### src/rtl/tlp_pkg.sv
//------------------------------------------------------------------------------
// tlp_pkg
// types and constants shared by the three-integer line parser
//------------------------------------------------------------------------------
package tlp_pkg;

    localparam int unsigned VALUE_W = 32;
    localparam int unsigned CH_W    = 8;
    localparam int unsigned COUNT_W = 2;

    typedef enum logic [2:0] {
        PH_IDLE = 3'd0,
        PH_TOK1 = 3'd1,
        PH_GAP1 = 3'd2,
        PH_TOK2 = 3'd3,
        PH_GAP2 = 3'd4,
        PH_TOK3 = 3'd5,
        PH_DONE = 3'd6
    } t_phase;

    typedef struct packed {
        t_phase               phase;
        logic [VALUE_W-1:0]   magnitude;
        logic                 negative;
        logic                 conv_stopped;
        logic                 token_start;
        logic [VALUE_W-1:0]   saved0;
        logic [VALUE_W-1:0]   saved1;
    } t_state;

    typedef struct packed {
        logic signed [VALUE_W-1:0] first_value;
        logic signed [VALUE_W-1:0] second_value;
        logic signed [VALUE_W-1:0] third_value;
        logic [COUNT_W-1:0]        tokens_found;
    } t_result;

    localparam t_state STATE_RESET = '{
        phase:        PH_IDLE,
        magnitude:    '0,
        negative:     1'b0,
        conv_stopped: 1'b0,
        token_start:  1'b1,
        saved0:       '0,
        saved1:       '0
    };

endpackage

### src/rtl/three_integer_line_parser_core.sv
// result path: the terminator is registered in r_ch, then its result in r_out
// throughput: one character per cycle unless o_stall (a terminator held up by i_stall);
//   the multiply-by-ten accumulate between r_ch and the parse state sets the cycle
// reset: synchronous active-low i_rst_n clears the parse state and both valid flags
//------------------------------------------------------------------------------
// three_integer_line_parser_core
// parses up to three decimal integers from a zero-terminated character stream
//------------------------------------------------------------------------------
module three_integer_line_parser_core
    import tlp_pkg::*;
(
    input  logic                      i_clk,
    input  logic                      i_rst_n,
    input  logic                      i_valid,
    input  logic [CH_W-1:0]           i_ch,
    output logic                      o_stall,
    output logic                      o_valid,
    output logic signed [VALUE_W-1:0] o_first_value,
    output logic signed [VALUE_W-1:0] o_second_value,
    output logic signed [VALUE_W-1:0] o_third_value,
    output logic [COUNT_W-1:0]        o_tokens_found,
    input  logic                      i_stall
);

    logic [CH_W-1:0] r_ch;
    logic            r_ch_valid;
    t_state          r_state;
    t_state          n_state;
    t_result         r_out;
    t_result         n_out;
    logic            r_out_valid;
    logic            out_free;
    logic            step_go;
    logic            is_eol;

    tlp_char_step u_step (
        .i_state  (r_state),
        .i_ch     (r_ch),
        .o_state  (n_state),
        .o_result (n_out)
    );

    assign is_eol   = (r_ch == '0);
    assign out_free = !r_out_valid || !i_stall;
    assign step_go  = r_ch_valid && (!is_eol || out_free);
    assign o_stall  = r_ch_valid && !step_go;

    always_ff @(posedge i_clk) begin
        if (!i_rst_n) begin
            r_ch_valid  <= 1'b0;
            r_state     <= STATE_RESET;
            r_out_valid <= 1'b0;
        end else begin
            if (!o_stall) begin
                r_ch_valid <= i_valid;
            end
            if (step_go) begin
                r_state <= n_state;
            end
            if (step_go && is_eol) begin
                r_out_valid <= 1'b1;
            end else if (!i_stall) begin
                r_out_valid <= 1'b0;
            end
        end
    end

    always_ff @(posedge i_clk) begin
        if (!o_stall && i_valid) begin
            r_ch <= i_ch;
        end
        if (step_go && is_eol) begin
            r_out <= n_out;
        end
    end

    assign o_valid        = r_out_valid;
    assign o_first_value  = r_out.first_value;
    assign o_second_value = r_out.second_value;
    assign o_third_value  = r_out.third_value;
    assign o_tokens_found = r_out.tokens_found;

endmodule

### src/rtl/tlp_char_step.sv
//------------------------------------------------------------------------------
// tlp_char_step
// next parse state for one character, and the line result on the terminator
//------------------------------------------------------------------------------
module tlp_char_step
    import tlp_pkg::*;
(
    input  t_state            i_state,
    input  logic [CH_W-1:0]   i_ch,
    output t_state            o_state,
    output t_result           o_result
);

    localparam logic [CH_W-1:0]    CH_EOL   = 8'h00;
    localparam logic [CH_W-1:0]    CH_TAB   = 8'h09;
    localparam logic [CH_W-1:0]    CH_CR    = 8'h0D;
    localparam logic [CH_W-1:0]    CH_SPACE = 8'h20;
    localparam logic [CH_W-1:0]    CH_PLUS  = 8'h2B;
    localparam logic [CH_W-1:0]    CH_MINUS = 8'h2D;
    localparam logic [CH_W-1:0]    CH_ZERO  = 8'h30;
    localparam logic [CH_W-1:0]    CH_NINE  = 8'h39;
    localparam logic [VALUE_W-1:0] POS_MAX  = 32'h7FFF_FFFF;
    localparam logic [VALUE_W+3:0] MAG_CAP  = 36'h0_8000_0000;

    function automatic logic [VALUE_W-1:0] cur_value(input logic [VALUE_W-1:0] mag,
                                                     input logic neg);
        if (neg) begin
            return '0 - mag;
        end
        return (mag > POS_MAX) ? POS_MAX : mag;
    endfunction

    logic               is_blank;
    logic               is_digit;
    logic               is_sign;
    logic [VALUE_W-1:0] cur;

    assign is_blank = ((i_ch >= CH_TAB) && (i_ch <= CH_CR)) || (i_ch == CH_SPACE);
    assign is_digit = (i_ch >= CH_ZERO) && (i_ch <= CH_NINE);
    assign is_sign  = (i_ch == CH_PLUS) || (i_ch == CH_MINUS);
    assign cur      = cur_value(i_state.magnitude, i_state.negative);

    // next state
    always_comb begin
        t_state             w;
        logic [VALUE_W+3:0] prod;
        logic [3:0]         dig;
        w    = i_state;
        dig  = 4'(i_ch - CH_ZERO);
        prod = '0;
        if (i_ch == CH_EOL) begin
            w = STATE_RESET;
        end else if (i_state.phase == PH_DONE) begin
            w = i_state;
        end else if (is_blank) begin
            case (i_state.phase)
                PH_TOK1: begin
                    w.saved0 = cur;
                    w.phase  = PH_GAP1;
                end
                PH_TOK2: begin
                    w.saved1 = cur;
                    w.phase  = PH_GAP2;
                end
                PH_TOK3: begin
                    w.phase = PH_DONE;
                end
                default: begin
                    w.phase = i_state.phase;
                end
            endcase
        end else begin
            // token opens
            if (i_state.phase == PH_IDLE || i_state.phase == PH_GAP1 ||
                i_state.phase == PH_GAP2) begin
                case (i_state.phase)
                    PH_IDLE: w.phase = PH_TOK1;
                    PH_GAP1: w.phase = PH_TOK2;
                    default: w.phase = PH_TOK3;
                endcase
                w.magnitude    = '0;
                w.negative     = 1'b0;
                w.conv_stopped = 1'b0;
                w.token_start  = 1'b1;
            end
            prod = {1'b0, w.magnitude, 3'b000} + {3'b000, w.magnitude, 1'b0}
                 + {{(VALUE_W){1'b0}}, dig};
            if (w.token_start && is_sign) begin
                w.negative = (i_ch == CH_MINUS);
            end else if (!w.conv_stopped && is_digit) begin
                w.magnitude = (prod > MAG_CAP) ? MAG_CAP[VALUE_W-1:0]
                                               : prod[VALUE_W-1:0];
            end else begin
                w.conv_stopped = 1'b1;
            end
            w.token_start = 1'b0;
        end
        o_state = w;
    end

    // line result
    always_comb begin
        o_result = '0;
        case (i_state.phase)
            PH_IDLE: begin
                o_result.tokens_found = 2'd0;
            end
            PH_TOK1: begin
                o_result.first_value  = cur;
                o_result.tokens_found = 2'd1;
            end
            PH_GAP1: begin
                o_result.first_value  = i_state.saved0;
                o_result.tokens_found = 2'd1;
            end
            PH_TOK2: begin
                o_result.first_value  = i_state.saved0;
                o_result.second_value = cur;
                o_result.tokens_found = 2'd2;
            end
            PH_GAP2: begin
                o_result.first_value  = i_state.saved0;
                o_result.second_value = i_state.saved1;
                o_result.tokens_found = 2'd2;
            end
            default: begin
                o_result.first_value  = i_state.saved0;
                o_result.second_value = i_state.saved1;
                o_result.third_value  = cur;
                o_result.tokens_found = 2'd3;
            end
        endcase
    end

endmodule

### config.mk
export PLATFORM = sky130hd
export DESIGN_NAME = three_integer_line_parser_core
export DESIGN_NICKNAME = d
export VERILOG_FILES = /design/src/rtl/tlp_pkg.sv /design/src/rtl/three_integer_line_parser_core.sv /design/src/rtl/tlp_char_step.sv
export SDC_FILE = /design/constraint.sdc
export NUM_CORES = 1
export LEC_CHECK = 0
export BUFFER_PORTS_ARGS = -buffer_cell sky130_fd_sc_hd__buf_2
export CAP_MARGIN = 20
export CORE_UTILIZATION = 57
export CTS_BUF_LIST = sky130_fd_sc_hd__clkbuf_4
export DETAILED_ROUTE_END_ITERATION = 10
export GPL_ROUTABILITY_DRIVEN = 0
export PLACE_DENSITY = 0.79
export SLEW_MARGIN = 20
export SYNTH_ARGS = -nofsm -noshare
export SYNTH_HDL_FRONTEND = slang
export SYNTH_HIERARCHICAL = 1
export SYNTH_SLANG_ARGS = --single-unit
### constraint.sdc
create_clock -name i_clk -period 5.98 [get_ports i_clk]
set_input_delay 0.598 -clock i_clk [delete_from_list [all_inputs] [get_ports i_clk]]
set_output_delay 0.598 -clock i_clk [all_outputs]
set_load 0.05 [all_outputs]
==> impl_metrics.prom, run 1 <==
# TYPE chip_impl_metric gauge
chip_impl_info{name="layout.cells.most_common",value="sky130_fd_sc_hd__nand2_1"} 1
chip_impl_info{name="hold_path.startpoint",value="i_ch[1]"} 1
chip_impl_metric{name="largest_net_degree_at_the_start_of_global_routing",unit=""} 98
chip_impl_metric{name="yosys_warnings",unit=""} 6
chip_impl_metric{name="post_synth_num_cell_types",unit=""} 71
chip_impl_metric{name="finalSetupViolations",unit=""} 0
chip_impl_info{name="cp_most_frequent_cell",value="sky130_fd_sc_hd__ha_1"} 1
chip_impl_metric{name="largest_stage_delay_on_the_critical_path",unit="ns"} 0.58
chip_impl_metric{name="insertion_delay",unit="ns"} 0.70
chip_impl_info{name="synth_top_cells_by_area",value="sky130_fd_sc_hd__edfxtp_1 (21%), sky130_fd_sc_hd__dfxtp_1 (14%), sky130_fd_sc_hd__nand2_1 (6.5%)"} 1
chip_impl_metric{name="count_of_nets_left_with_antenna_violations_after_detail_routing",unit=""} 0
chip_impl_metric{name="drc_errors",unit=""} 0
chip_impl_metric{name="fillCellCount",unit=""} 2148
chip_impl_metric{name="drv.max_cap_violation_count",unit=""} 0
chip_impl_metric{name="viasPerCell",unit=""} 7.02
chip_impl_metric{name="synth-edff-count",unit=""} 106
chip_impl_metric{name="tritoncts.num_buffers",unit=""} 55
chip_impl_metric{name="worst_pin_slew",unit="ns"} 1.05
chip_impl_info{name="setup.worst_path.class",value="reg2reg"} 1
chip_impl_metric{name="timing.clock.skew",unit="ns"} 0.0453
chip_impl_metric{name="buffer_ports.inserted",unit=""} 111
chip_impl_metric{name="totalPowerFinal",unit="µW"} 3010
chip_impl_metric{name="chipWidth",unit="µm"} 163
chip_impl_metric{name="layout.nets",unit=""} 1911
chip_impl_metric{name="synth_top_cell_area_share",unit="%"} 21.4
chip_impl_info{name="critical_path.slowest_cell",value="sky130_fd_sc_hd__nor3_4"} 1
chip_impl_info{name="r2r_end",value="r_state[80]"} 1
chip_impl_metric{name="final_number_of_hold_violating_endpoints",unit=""} 0
chip_impl_metric{name="grt_antenna_before_repair",unit=""} 1
chip_impl_metric{name="core_area",unit="mm²"} 0.0253
chip_impl_metric{name="path_buf_inv",unit=""} 1
chip_impl_metric{name="ys_seq_elements",unit=""} 210
chip_impl_metric{name="num_io_pins",unit=""} 112
chip_impl_metric{name="cellPowerDensity",unit="mW/mm²"} 187
chip_impl_info{name="synth_top_flop_cell",value="sky130_fd_sc_hd__edfxtp_1"} 1
chip_impl_metric{name="syn_area_per_cell",unit="µm²"} 8.16
chip_impl_info{name="synth_area_leader_cell",value="sky130_fd_sc_hd__edfxtp_1"} 1
chip_impl_metric{name="drive_gt1_share",unit="%"} 14.7
chip_impl_info{name="layout.cells.most_common_list",value="sky130_fd_sc_hd__nand2_1 (255), sky130_fd_sc_hd__nor2b_1 (136), sky130_fd_sc_hd__o21ai_0 (129), sky130_fd_sc_hd__nor2_1 (118), sky130_fd_sc_hd__nand4_1 (117)"} 1
chip_impl_info{name="rsz0062_at_grt",value="no"} 1
chip_impl_metric{name="route.final.wire_length",unit="µm"} 46300
chip_impl_metric{name="postSynthNetCount",unit=""} 1897
chip_impl_info{name="min_delay_worst_endpoint",value="r_ch[1]"} 1
chip_impl_info{name="crit_path_start_kind",value="register"} 1
chip_impl_metric{name="number_of_drc_violations_after_detailed_routing_iteration_0",unit=""} 1893
chip_impl_metric{name="grt_overflow",unit=""} 0
chip_impl_metric{name="r2r_setup_slack",unit="ns"} 0.49
chip_impl_metric{name="synth_cells",unit=""} 1819
chip_impl_metric{name="synth_async_sr_flop_share",unit="%"} 0
chip_impl_metric{name="std_cell_rows",unit=""} 58
chip_impl_metric{name="timing.slew.headroom",unit="%"} 29.1
chip_impl_info{name="worst_hold_path_type",value="in2reg"} 1
chip_impl_info{name="tritoncts",value="done"} 1
chip_impl_metric{name="hold_slack",unit="ns"} 0.0771
chip_impl_metric{name="p_leak",unit="µW"} 0.00569
chip_impl_metric{name="mapped_area",unit="mm²"} 0.0148
chip_impl_metric{name="detailedPlacementHpwl",unit="µm"} 29000
chip_impl_metric{name="grt_first_pass_wirelength",unit="µm"} 73000
chip_impl_info{name="status",value="completed"} 1
chip_impl_info{name="timing.critical_path.cells",value="a21oi_2 -> buf_4 -> nor2b_1 -> ha_1 -> ha_1 -> nand2_1 -> or3_1 -> or2_1 -> a211o_1 -> a2111oi_2 -> nor2_1 -> a311o_1 -> nor3_4 -> a32o_1 -> a31oi_1 -> o221ai_2"} 1
chip_impl_metric{name="r2r_cells",unit=""} 16
chip_impl_metric{name="max_clock_freq",unit="MHz"} 182
chip_impl_metric{name="critical_path_arrival",unit="ns"} 6.05
chip_impl_metric{name="grt_util_all_layers",unit="%"} 33.9
chip_impl_metric{name="wl_per_cell",unit="µm"} 20.9
chip_impl_metric{name="cts-root-to-sink-buffers",unit=""} 3
chip_impl_metric{name="ctsHoldBuffers",unit=""} 0
chip_impl_metric{name="first_global_vias",unit=""} 14100
chip_impl_metric{name="die-area",unit="mm²"} 0.0267
chip_impl_metric{name="worst_hold_path.num_cells",unit=""} 1
chip_impl_metric{name="report.final.slew_viol_count",unit=""} 0
chip_impl_info{name="family_with_the_most_delay_on_the_worst_path",value="compound AO/OA/AOI/OAI gates"} 1
chip_impl_metric{name="layout_worst_path_cycle_share",unit="%"} 91.8
chip_impl_metric{name="cts_max_level",unit=""} 2
chip_impl_metric{name="min_period",unit="ns"} 5.49
chip_impl_metric{name="dieHeight",unit="µm"} 163
chip_impl_metric{name="vdd.ir_drop.worst",unit="mV"} 0.132
chip_impl_metric{name="initial_core_util",unit="%"} 58.6
chip_impl_metric{name="cts.sink_count",unit=""} 210
chip_impl_metric{name="clk_transition_reported_paths",unit="ns"} 0.07
chip_impl_metric{name="synth-seq-area-share",unit="%"} 35.5
chip_impl_info{name="clockRootBuffer",value="sky130_fd_sc_hd__clkbuf_4"} 1
chip_impl_metric{name="cts_setup_buffers",unit=""} 0
chip_impl_metric{name="total_via_count_in_the_routed_design",unit=""} 15500
chip_impl_metric{name="dr.pass1.iters",unit=""} 8
chip_impl_info{name="origin_of_the_critical_flop_to_flop_path",value="r_state[100]"} 1
chip_impl_metric{name="crit_path_max_fanout",unit=""} 21
chip_impl_info{name="critPathCaptureType",value="register"} 1
chip_impl_metric{name="critical_path_required",unit="ns"} 6.53
chip_impl_metric{name="final.setup.tns",unit="ns"} 0
chip_impl_metric{name="layout-area-overhead-vs-synth",unit="%"} 8.23
chip_impl_metric{name="cts_repair_resize_count",unit=""} 0
[synthesized netlist by cell type (all sizes together), types with 5 or more instances]
cell    instances
a31o            7
mux2            9
nand2         257
mux2i          15
o21a            7
nor2          120
nand4         117
o221ai        101
dfxtp         104
nor4           12
a32o           19
a211o           5
xnor2          20
o211ai          5
o41ai           7
xor2           11
a211oi         15
a21o           16
inv            21
o31ai           7
a21oi          83
a31oi         106
nand2b         11
o21ai         141
and2            8
clkbuf        138
nor3           15
nor2b         136
ha             65
nand3          44
edfxtp        106
buf            42
and3            6
[worst reg2reg max path: cells and delay by family (launching register included)]
family / cells / cell delay, ns
fa+ha+maj: 2 / 0.72
simple gates: 6 / 1.68
compound gates: 7 / 2.12
flops: 1 / 0.46
buf+inv: 1 / 0.37
[worst max path at each step]
| stage | startpoint | end | slack, ns | depth (start not counted) |
|---|---|---|---|---|
| global route | r_state[101] | r_state[72] | 0.12 | 19 |
| detailed placement | r_state[101] | r_state[80] | 0.63 | 19 |
| finish | r_state[100] | r_state[80] | 0.49 | 16 |
| CTS | r_state[100] | r_state[78] | 0.59 | 16 |
| global placement | r_state[101] | r_state[83] | 0.77 | 19 |
| floorplan | r_ch[0] | o_first_value[0] | 0.19 | 4 |
[sequential cells by signal, indices dropped and copies added (netlist names)]
signal,cells
r_ch,8
o_third_value,32
o_second_value,32
r_ch_valid,1
o_first_value,32
o_valid,1
o_tokens_found,2
r_state,102
[kinds of logic after synthesis]
logic type | after synthesis | share of synthesized area, %
AND/OR/NAND/NOR | 742 | 24.9
AO/OA/AOI/OAI | 545 | 24.9
flip-flops | 210 | 35.5
buffers and inverters | 201 | 5.60
adder cells (fa/ha/maj) | 66 | 5.61
XOR/XNOR | 31 | 1.83
multiplexers | 24 | 1.69
[through the flow]
step / std cells / util, % / cell area (µm²) / setup slack [ns]
final: 2210 / 63.4 / 16100 / 0.488
after global routing: 2210 / 63.4 / 16100 / 0.123
after CTS: 2209 / 63.4 / 16100 / 0.587
after detailed placement: 2106 / 60.5 / 15300 / 0.628
after global placement: 2104 / 60.4 / 15300 / 0.767
after floorplan: 1819 / - / 14800 / 0.186
[layout make-up]
cell class                 count  area [µm²]  share of cell area [%]
timing repair buffer         137         771                    4.80
inverter                      21        80.1                   0.498
sequential                   210        5270                    32.8
clock inverter                18         106                   0.662
clock buffer                  85         638                    3.97
multi-input combinational   1408        8790                    54.7
antenna                        1        2.50                  0.0156
tap                          330         413                    2.57
[per-layer routing]
layer / part of all wire, % / vias up / track usage [%]
met2: 45 / 1166 / 53.0
li1: - / 6914 / -
met3: 12 / 198 / 5.33
met5: 0 / - / 0
met4: 4.4 / 0 / 16.9
met1: 39 / 7229 / 45.2
[where the power goes]
part	internal, µW	switching (µW)	total, µW
registers	1510	21.1	1530
clock network	693	625	1320
logic	32.7	132	165
total	2230	778	3010
Power figures use the tool's default switching activity.
==> inputs of run 2 (changes only) <==
--- a/config.mk
+++ b/config.mk
@@ -7,11 +7,13 @@
 export LEC_CHECK = 0
 export BUFFER_PORTS_ARGS = -buffer_cell sky130_fd_sc_hd__buf_2
 export CAP_MARGIN = 20
+export CORE_ASPECT_RATIO = 1.75
 export CORE_UTILIZATION = 57
 export CTS_BUF_LIST = sky130_fd_sc_hd__clkbuf_4
 export DETAILED_ROUTE_END_ITERATION = 10
 export GPL_ROUTABILITY_DRIVEN = 0
 export PLACE_DENSITY = 0.79
+export RECOVER_POWER = 100
 export SLEW_MARGIN = 20
 export SYNTH_ARGS = -nofsm -noshare
 export SYNTH_HDL_FRONTEND = slang
==> run 2 against run 1 <==
  * The run now ends with max-capacitance violations, max-slew violations left
  * Clock skew shrank 0.0094 ns
  * Clock-buffer cell count shrank 16
  * Total power shrank 7.0%
  * Largest cell class unchanged
  * Largest power group unchanged
==> impl_metrics.prom, run 2 (synthesized netlist as in run 1, its figures left out) <==
# TYPE chip_impl_metric gauge
chip_impl_info{name="status",value="complete, but fails checks"} 1
chip_impl_info{name="violations",value="max-capacitance violations, max-slew violations"} 1
chip_impl_metric{name="report.final.slew_viol_count",unit=""} 94
chip_impl_metric{name="ctsHoldBuffers",unit=""} 0
chip_impl_metric{name="drc_errors",unit=""} 0
chip_impl_metric{name="chipWidth",unit="µm"} 124
chip_impl_metric{name="comb_power_share",unit="%"} 5.7
chip_impl_info{name="critical_path.slowest_cell",value="sky130_fd_sc_hd__clkbuf_1"} 1
chip_impl_metric{name="largest_register_ff_count",unit=""} 102
chip_impl_info{name="timing.critical_path.cells",value="nor4_1 -> clkbuf_1 -> nand3_1 -> nor2_4 -> clkbuf_2 -> clkbuf_4"} 1
chip_impl_metric{name="grt_util_all_layers",unit="%"} 33.6
chip_impl_metric{name="layout_worst_path_cycle_share",unit="%"} 92.8
chip_impl_metric{name="sw_ratio",unit="%"} 26.1
chip_impl_metric{name="share_clk_of_total_power",unit="%"} 39.9
chip_impl_metric{name="dpl_cell_area",unit="mm²"} 0.0153
chip_impl_metric{name="tritoncts.num_buffers",unit=""} 46
chip_impl_metric{name="drv.max_cap_violation_count",unit=""} 2
chip_impl_metric{name="final.setup.tns",unit="ns"} 0
chip_impl_metric{name="insertion_delay",unit="ns"} 0.68
chip_impl_metric{name="min_period",unit="ns"} 5.55
chip_impl_metric{name="cts_max_level",unit=""} 2
chip_impl_metric{name="initial_core_util",unit="%"} 58.4
chip_impl_metric{name="seq_area",unit="mm²"} 0.00527
chip_impl_metric{name="num_io_pins",unit=""} 112
chip_impl_metric{name="r2r_setup_slack",unit="ns"} 0.43
chip_impl_info{name="layout.cells.most_common",value="sky130_fd_sc_hd__nand2_1"} 1
chip_impl_info{name="rsz0062_at_grt",value="no"} 1
chip_impl_metric{name="largest_net_degree_at_the_start_of_global_routing",unit=""} 114
chip_impl_metric{name="max_clock_freq",unit="MHz"} 180
chip_impl_metric{name="grt_overflow",unit=""} 0
chip_impl_metric{name="drive_gt1_share",unit="%"} 7.47
chip_impl_info{name="hold_path.startpoint",value="i_ch[4]"} 1
chip_impl_metric{name="route.final.wire_length",unit="µm"} 44900
chip_impl_metric{name="first_global_vias",unit=""} 14900
chip_impl_metric{name="placement.setup.worst_slack",unit="ns"} 0.657
chip_impl_metric{name="r2r_cells",unit=""} 6
chip_impl_metric{name="postLayoutSetupSlackWorst",unit="ns"} 0.430
chip_impl_info{name="clockRootBuffer",value="sky130_fd_sc_hd__clkbuf_4"} 1
chip_impl_metric{name="cts.sink_count",unit=""} 210
chip_impl_info{name="origin_of_the_critical_flop_to_flop_path",value="r_ch[1]"} 1
chip_impl_metric{name="buffer_ports.inserted",unit=""} 111
chip_impl_metric{name="vdd.ir_drop.worst",unit="mV"} 0.103
chip_impl_metric{name="final_core_utilization",unit="%"} 61.8
chip_impl_metric{name="timing.slew.headroom",unit="%"} -70.9
chip_impl_metric{name="post-place-cells",unit=""} 2093
chip_impl_metric{name="cts-root-to-sink-buffers",unit=""} 3
chip_impl_metric{name="multiInputGateArea",unit="mm²"} 0.00874
chip_impl_info{name="worst_hold_path_type",value="in2reg"} 1
chip_impl_metric{name="total_switching_power",unit="µW"} 732
chip_impl_info{name="crit_path_start_kind",value="register"} 1
chip_impl_info{name="layout.cells.most_common_list",value="sky130_fd_sc_hd__nand2_1 (256), sky130_fd_sc_hd__o21ai_0 (139), sky130_fd_sc_hd__nor2b_1 (136), sky130_fd_sc_hd__nor2_1 (119), sky130_fd_sc_hd__nand4_1 (117)"} 1
chip_impl_metric{name="grt_antenna_before_repair",unit=""} 1
chip_impl_metric{name="cellPowerDensity",unit="mW/mm²"} 178
chip_impl_info{name="tritoncts",value="done"} 1
chip_impl_info{name="r2r_end",value="o_first_value[12]"} 1
chip_impl_info{name="critPathCaptureType",value="register"} 1
chip_impl_metric{name="layout-area-overhead-vs-synth",unit="%"} 5.87
chip_impl_metric{name="critical_path_arrival",unit="ns"} 5.84
chip_impl_info{name="family_with_the_most_delay_on_the_worst_path",value="buffers and inverters"} 1
chip_impl_metric{name="std_cell_rows",unit=""} 77
chip_impl_metric{name="path_buf_inv",unit=""} 3
chip_impl_metric{name="count_of_nets_left_with_antenna_violations_after_detail_routing",unit=""} 0
chip_impl_metric{name="wl_per_cell",unit="µm"} 20.6
chip_impl_metric{name="viasPerCell",unit=""} 7.02
chip_impl_metric{name="critical_path_required",unit="ns"} 6.27
chip_impl_metric{name="p_leak",unit="µW"} 0.00537
chip_impl_metric{name="die-area",unit="mm²"} 0.0267
chip_impl_metric{name="cts_setup_buffers",unit=""} 0
chip_impl_metric{name="layout.cell_area.non_filler",unit="mm²"} 0.0157
chip_impl_metric{name="grt_first_pass_wirelength",unit="µm"} 72900
chip_impl_metric{name="total_via_count_in_the_routed_design",unit=""} 15300
chip_impl_metric{name="cts_repair_resize_count",unit=""} 0
chip_impl_metric{name="worst_pin_slew",unit="ns"} 2.56
chip_impl_metric{name="cellInternalPower",unit="µW"} 2070
chip_impl_metric{name="detailedPlacementHpwl",unit="µm"} 28900
chip_impl_metric{name="sequentialPowerShare",unit="%"} 54.4
chip_impl_metric{name="final-instance-count-excl-fill",unit=""} 2179
chip_impl_metric{name="core_area",unit="mm²"} 0.0254
chip_impl_metric{name="worst_hold_path.num_cells",unit=""} 1
chip_impl_metric{name="final_number_of_hold_violating_endpoints",unit=""} 0
chip_impl_metric{name="number_of_drc_violations_after_detailed_routing_iteration_0",unit=""} 2291
chip_impl_metric{name="layout.nets",unit=""} 1904
chip_impl_metric{name="largest_stage_delay_on_the_critical_path",unit="ns"} 1.86
chip_impl_metric{name="finalSetupViolations",unit=""} 0
chip_impl_metric{name="fillCellCount",unit=""} 2246
chip_impl_info{name="min_delay_worst_endpoint",value="r_ch[4]"} 1
chip_impl_info{name="top_register",value="r_state"} 1
chip_impl_metric{name="clk_transition_reported_paths",unit="ns"} 0.08
chip_impl_metric{name="dr.pass1.iters",unit=""} 6
chip_impl_metric{name="crit_path_max_fanout",unit=""} 65
chip_impl_metric{name="dieHeight",unit="µm"} 215
chip_impl_metric{name="timing.clock.skew",unit="ns"} 0.0358
chip_impl_info{name="setup.worst_path.class",value="reg2reg"} 1
[run 2: cell count changes in the layout (fill, tap and decap cells not counted), moves of 2 or more]
cell / change
sky130_fd_sc_hd__mux2_2: -9
sky130_fd_sc_hd__clkbuf_2: +4
sky130_fd_sc_hd__buf_2: -100
sky130_fd_sc_hd__a31o_1: +5
sky130_fd_sc_hd__o21ai_1: -10
sky130_fd_sc_hd__buf_4: -4
sky130_fd_sc_hd__clkbuf_4: -15
sky130_fd_sc_hd__a31o_2: -5
sky130_fd_sc_hd__inv_2: +2
sky130_fd_sc_hd__o21ai_0: +10
sky130_fd_sc_hd__mux2_1: +9
sky130_fd_sc_hd__clkbuf_1: +102
sky130_fd_sc_hd__nor4_1: +2
[run 2: layout make-up]
| class | count | area share, % |
|---|---|---|
| Sequential cell | 210 | 33.5 |
| Inverter | 21 | 0.502 |
| Multi-Input combinational cell | 1408 | 55.6 |
| Antenna cell | 1 | 0.0159 |
| Tap cell | 316 | 2.52 |
| Clock buffer | 69 | 3.30 |
| Clock inverter | 15 | 0.382 |
| Timing Repair Buffer | 139 | 4.12 |
[run 2: how the worst max path moves through the flow]
stage,cells past startpoint,endpoint,from
5_1_grt,17,r_state[91],r_state[99]
3_5_place_dp,17,r_state[84],r_state[99]
2_1_floorplan,4,o_first_value[0],r_ch[0]
4_1_cts,17,r_state[84],r_state[99]
6_report,6,o_first_value[12],r_ch[1]
3_3_place_gp,17,r_state[84],r_state[99]
[run 2: power by group through the flow]
stage                     combinational, µW  clock, µW  sequential [µW]
after floorplan                         117          0             1550
after global placement                  151          0             1560
after detailed placement                154          0             1560
after CTS                               154       1130             1520
after global routing                    170       1190             1520
final                                   159       1120             1520
[run 2: metal layers]
layer  wire (µm)  share of wire [%]  track usage, %  vias to the layer above
met5           0                  0               0                        -
met4        2480                5.5            21.4                        0
met3        3730                8.3            4.97                      236
met2       22300                 50            56.7                     1002
met1       16400                 37            38.8                     7167
li1            -                  -               -                     6883
[run 2: stage by stage]
| stage | hold WS [ns] | total power, µW |
|---|---|---|
| 2_1_floorplan | 0.479 | 1670 |
| 3_3_place_gp | 0.517 | 1710 |
| 3_5_place_dp | 0.531 | 1710 |
| 4_1_cts | 0.0764 | 2810 |
| 5_1_grt | 0.0944 | 2880 |
| 6_report | 0.109 | 2800 |
==> inputs of run 3 (changes only) <==
--- a/config.mk
+++ b/config.mk
@@ -7,12 +7,14 @@
 export LEC_CHECK = 0
 export BUFFER_PORTS_ARGS = -buffer_cell sky130_fd_sc_hd__buf_2
 export CAP_MARGIN = 20
+export CELL_PAD_IN_SITES_DETAIL_PLACEMENT = 1
+export CELL_PAD_IN_SITES_GLOBAL_PLACEMENT = 2
 export CORE_ASPECT_RATIO = 1.75
-export CORE_UTILIZATION = 57
+export CORE_UTILIZATION = 34
 export CTS_BUF_LIST = sky130_fd_sc_hd__clkbuf_4
 export DETAILED_ROUTE_END_ITERATION = 10
 export GPL_ROUTABILITY_DRIVEN = 0
-export PLACE_DENSITY = 0.79
+export PLACE_DENSITY_LB_ADDON = 0.1
 export RECOVER_POWER = 100
 export SLEW_MARGIN = 20
 export SYNTH_ARGS = -nofsm -noshare
==> run 3 against run 2 <==
  * The flow still finishes with violations (max-capacitance violations, max-slew violations)
  * Combinational power rose by 16%
  * Hold slack got worse by 0.027 ns
  * Die area rose by 67%
  * Total power rose by 6.6%
  * Core utilization fell by 24 points
  * Largest power group unchanged
==> impl_metrics.prom, run 3 (synthesized netlist as in run 1, its figures left out) <==
# TYPE chip_impl_metric gauge
chip_impl_info{name="status",value="complete, but fails checks"} 1
chip_impl_info{name="violations",value="max-capacitance violations, max-slew violations"} 1
chip_impl_metric{name="number_of_drc_violations_after_detailed_routing_iteration_0",unit=""} 889
chip_impl_metric{name="postLayoutSetupSlackWorst",unit="ns"} 0.344
chip_impl_metric{name="die-area",unit="mm²"} 0.0445
chip_impl_metric{name="route.final.wire_length",unit="µm"} 58400
chip_impl_metric{name="cellInternalPower",unit="µW"} 2150
chip_impl_info{name="origin_of_the_critical_flop_to_flop_path",value="r_ch[1]"} 1
chip_impl_metric{name="finalSetupViolations",unit=""} 0
chip_impl_metric{name="grt_util_all_layers",unit="%"} 25.9
chip_impl_metric{name="sw_ratio",unit="%"} 28.0
chip_impl_metric{name="sequentialPowerShare",unit="%"} 51.1
chip_impl_info{name="rsz0062_at_grt",value="no"} 1
chip_impl_info{name="setup.worst_path.class",value="reg2out"} 1
chip_impl_metric{name="drc_errors",unit=""} 0
chip_impl_info{name="cp_most_frequent_cell",value="sky130_fd_sc_hd__clkbuf_1"} 1
chip_impl_metric{name="timing.critical_path.depth",unit=""} 5
chip_impl_metric{name="layout-area-overhead-vs-synth",unit="%"} 9.72
chip_impl_metric{name="path_buf_inv",unit=""} 2
chip_impl_info{name="layout.cells.most_common",value="sky130_fd_sc_hd__nand2_1"} 1
chip_impl_metric{name="insertion_delay",unit="ns"} 0.77
chip_impl_info{name="hold_path.startpoint",value="i_valid"} 1
chip_impl_info{name="min_delay_worst_endpoint",value="r_ch_valid"} 1
chip_impl_metric{name="cts-root-to-sink-buffers",unit=""} 3
chip_impl_metric{name="count_of_nets_left_with_antenna_violations_after_detail_routing",unit=""} 0
chip_impl_metric{name="viasPerCell",unit=""} 6.08
chip_impl_info{name="layout.cells.most_common_list",value="sky130_fd_sc_hd__nand2_1 (254), sky130_fd_sc_hd__o21ai_0 (140), sky130_fd_sc_hd__nor2b_1 (136), sky130_fd_sc_hd__nor2_1 (118), sky130_fd_sc_hd__nand4_1 (117)"} 1
chip_impl_metric{name="max_clock_freq",unit="MHz"} 177
chip_impl_metric{name="first_global_vias",unit=""} 15800
chip_impl_info{name="r2r_end",value="r_state[99]"} 1
chip_impl_info{name="top_register",value="r_state"} 1
chip_impl_metric{name="num_io_pins",unit=""} 112
chip_impl_info{name="worst_hold_path_type",value="in2reg"} 1
chip_impl_metric{name="buffer_ports.inserted",unit=""} 111
chip_impl_metric{name="total_switching_power",unit="µW"} 835
chip_impl_metric{name="total_via_count_in_the_routed_design",unit=""} 14900
chip_impl_info{name="startpoint",value="r_ch[1]"} 1
chip_impl_metric{name="std_cell_rows",unit=""} 100
chip_impl_metric{name="placement.setup.worst_slack",unit="ns"} 0.651
chip_impl_metric{name="report.final.slew_viol_count",unit=""} 399
chip_impl_metric{name="cts_setup_buffers",unit=""} 0
chip_impl_metric{name="grt_first_pass_wirelength",unit="µm"} 91000
chip_impl_info{name="tritoncts",value="done"} 1
chip_impl_metric{name="final_number_of_hold_violating_endpoints",unit=""} 0
chip_impl_metric{name="r2r_cells",unit=""} 5
chip_impl_metric{name="largest_stage_delay_on_the_critical_path",unit="ns"} 2.27
chip_impl_metric{name="r2r_setup_slack",unit="ns"} 0.48
chip_impl_metric{name="critical_path_required",unit="ns"} 5.38
chip_impl_info{name="family_with_the_most_delay_on_the_worst_path",value="buffers and inverters"} 1
chip_impl_metric{name="largest_register_ff_count",unit=""} 102
chip_impl_metric{name="final.setup.tns",unit="ns"} 0
chip_impl_metric{name="timing.clock.skew",unit="ns"} 0.0789
chip_impl_metric{name="detailedPlacementHpwl",unit="µm"} 37400
chip_impl_info{name="critPathCaptureType",value="output port"} 1
chip_impl_metric{name="timing.slew.headroom",unit="%"} -111
chip_impl_metric{name="share_clk_of_total_power",unit="%"} 42.7
chip_impl_metric{name="core_area",unit="mm²"} 0.0428
chip_impl_metric{name="largest_net_degree_at_the_start_of_global_routing",unit=""} 105
chip_impl_metric{name="vdd.ir_drop.worst",unit="mV"} 0.123
chip_impl_info{name="timing.critical_path.cells",value="nor4_1 -> clkbuf_1 -> and2_0 -> and3_1 -> clkbuf_1"} 1
chip_impl_metric{name="critical_path_arrival",unit="ns"} 5.04
chip_impl_metric{name="cts_repair_resize_count",unit=""} 0
chip_impl_metric{name="grt_overflow",unit=""} 0
chip_impl_metric{name="tritoncts.num_buffers",unit=""} 56
chip_impl_metric{name="p_leak",unit="µW"} 0.00550
chip_impl_metric{name="drive_gt1_share",unit="%"} 8.80
chip_impl_metric{name="layout_worst_path_cycle_share",unit="%"} 94.2
chip_impl_metric{name="crit_path_max_fanout",unit=""} 51
chip_impl_metric{name="ctsHoldBuffers",unit=""} 8
chip_impl_info{name="crit_path_start_kind",value="register"} 1
chip_impl_metric{name="grt_antenna_before_repair",unit=""} 1
chip_impl_metric{name="layout.nets",unit=""} 1927
chip_impl_info{name="critical_path.slowest_cell",value="sky130_fd_sc_hd__clkbuf_1"} 1
chip_impl_metric{name="wl_per_cell",unit="µm"} 23.7
chip_impl_metric{name="min_period",unit="ns"} 5.64
chip_impl_metric{name="dr.pass1.iters",unit=""} 5
chip_impl_metric{name="cts.sink_count",unit=""} 210
chip_impl_metric{name="worst_pin_slew",unit="ns"} 3.16
chip_impl_metric{name="chipWidth",unit="µm"} 160
chip_impl_metric{name="dieHeight",unit="µm"} 278
chip_impl_metric{name="cts_max_level",unit=""} 2
chip_impl_metric{name="initial_core_util",unit="%"} 34.7
chip_impl_metric{name="cellPowerDensity",unit="mW/mm²"} 183
chip_impl_info{name="clockRootBuffer",value="sky130_fd_sc_hd__clkbuf_4"} 1
chip_impl_metric{name="drv.max_cap_violation_count",unit=""} 8
chip_impl_metric{name="clk_transition_reported_paths",unit="ns"} 0.06
chip_impl_metric{name="comb_power_share",unit="%"} 6.2
chip_impl_metric{name="worst_hold_path.num_cells",unit=""} 2
-- run 3: cell count changes in the layout (fill, tap and decap cells not counted), moves of 5 or more --
cell	delta
sky130_fd_sc_hd__a31o_1	-5
sky130_fd_sc_hd__mux2_2	+9
sky130_fd_sc_hd__clkinv_1	+11
sky130_fd_sc_hd__mux2_1	-9
sky130_fd_sc_hd__dlygate4sd3_1	+8
sky130_fd_sc_hd__a31o_2	+5
sky130_fd_sc_hd__buf_4	+6
sky130_fd_sc_hd__clkbuf_4	+8
-- run 3: cell type report --
cell class	count	area, µm²
multi-input cells	1408	8780
inverters	21	80.1
fillers	5243	26500
well taps	561	702
clock inverters	29	124
repair buffers	152	756
diodes	1	2.50
flip-flops and latches	210	5270
clock buffers	77	578
-- run 3: how the worst max path moves through the flow --
stage                            end  slack (ns)
CTS                      r_state[84]        0.56
finish                       o_stall        0.34
global route             r_state[84]        0.15
global placement         r_state[81]        0.74
floorplan           o_first_value[0]        0.19
detailed placement       r_state[81]        0.65
-- run 3: routing by layer --
metal | vias to the layer above | share of wire [%] | global-route usage [%]
met2 | 338 | 54 | 50.0
li1 | 6946 | - | -
met3 | 109 | 3.1 | 2.55
met1 | 7550 | 40 | 28.9
met4 | 0 | 3.0 | 9.11
met5 | - | 0 | 0
-- run 3: stage by stage --
| stage | cell area, µm² | hold slack, ns | cells | utilization [%] | total power, µW |
|---|---|---|---|---|---|
| finish | 16300 | 0.0822 | 2459 | 38.1 | 2980 |
| global route | 16300 | 0.0865 | 2459 | 38.1 | 3110 |
| CTS | 16400 | 0.0313 | 2457 | 38.4 | 3030 |
| detailed placement | 15700 | 0.546 | 2343 | 36.6 | 1730 |
| global placement | 15700 | 0.522 | 2343 | 36.6 | 1730 |
| floorplan | 14800 | 0.479 | 1819 | - | 1670 |
-- run 3: power groups by stage --
stage	clock [µW]	sequential (µW)	combinational, µW
2_1_floorplan	0	1550	117
3_3_place_gp	0	1560	177
3_5_place_dp	0	1560	177
4_1_cts	1330	1530	181
5_1_grt	1390	1530	196
6_report	1280	1520	184
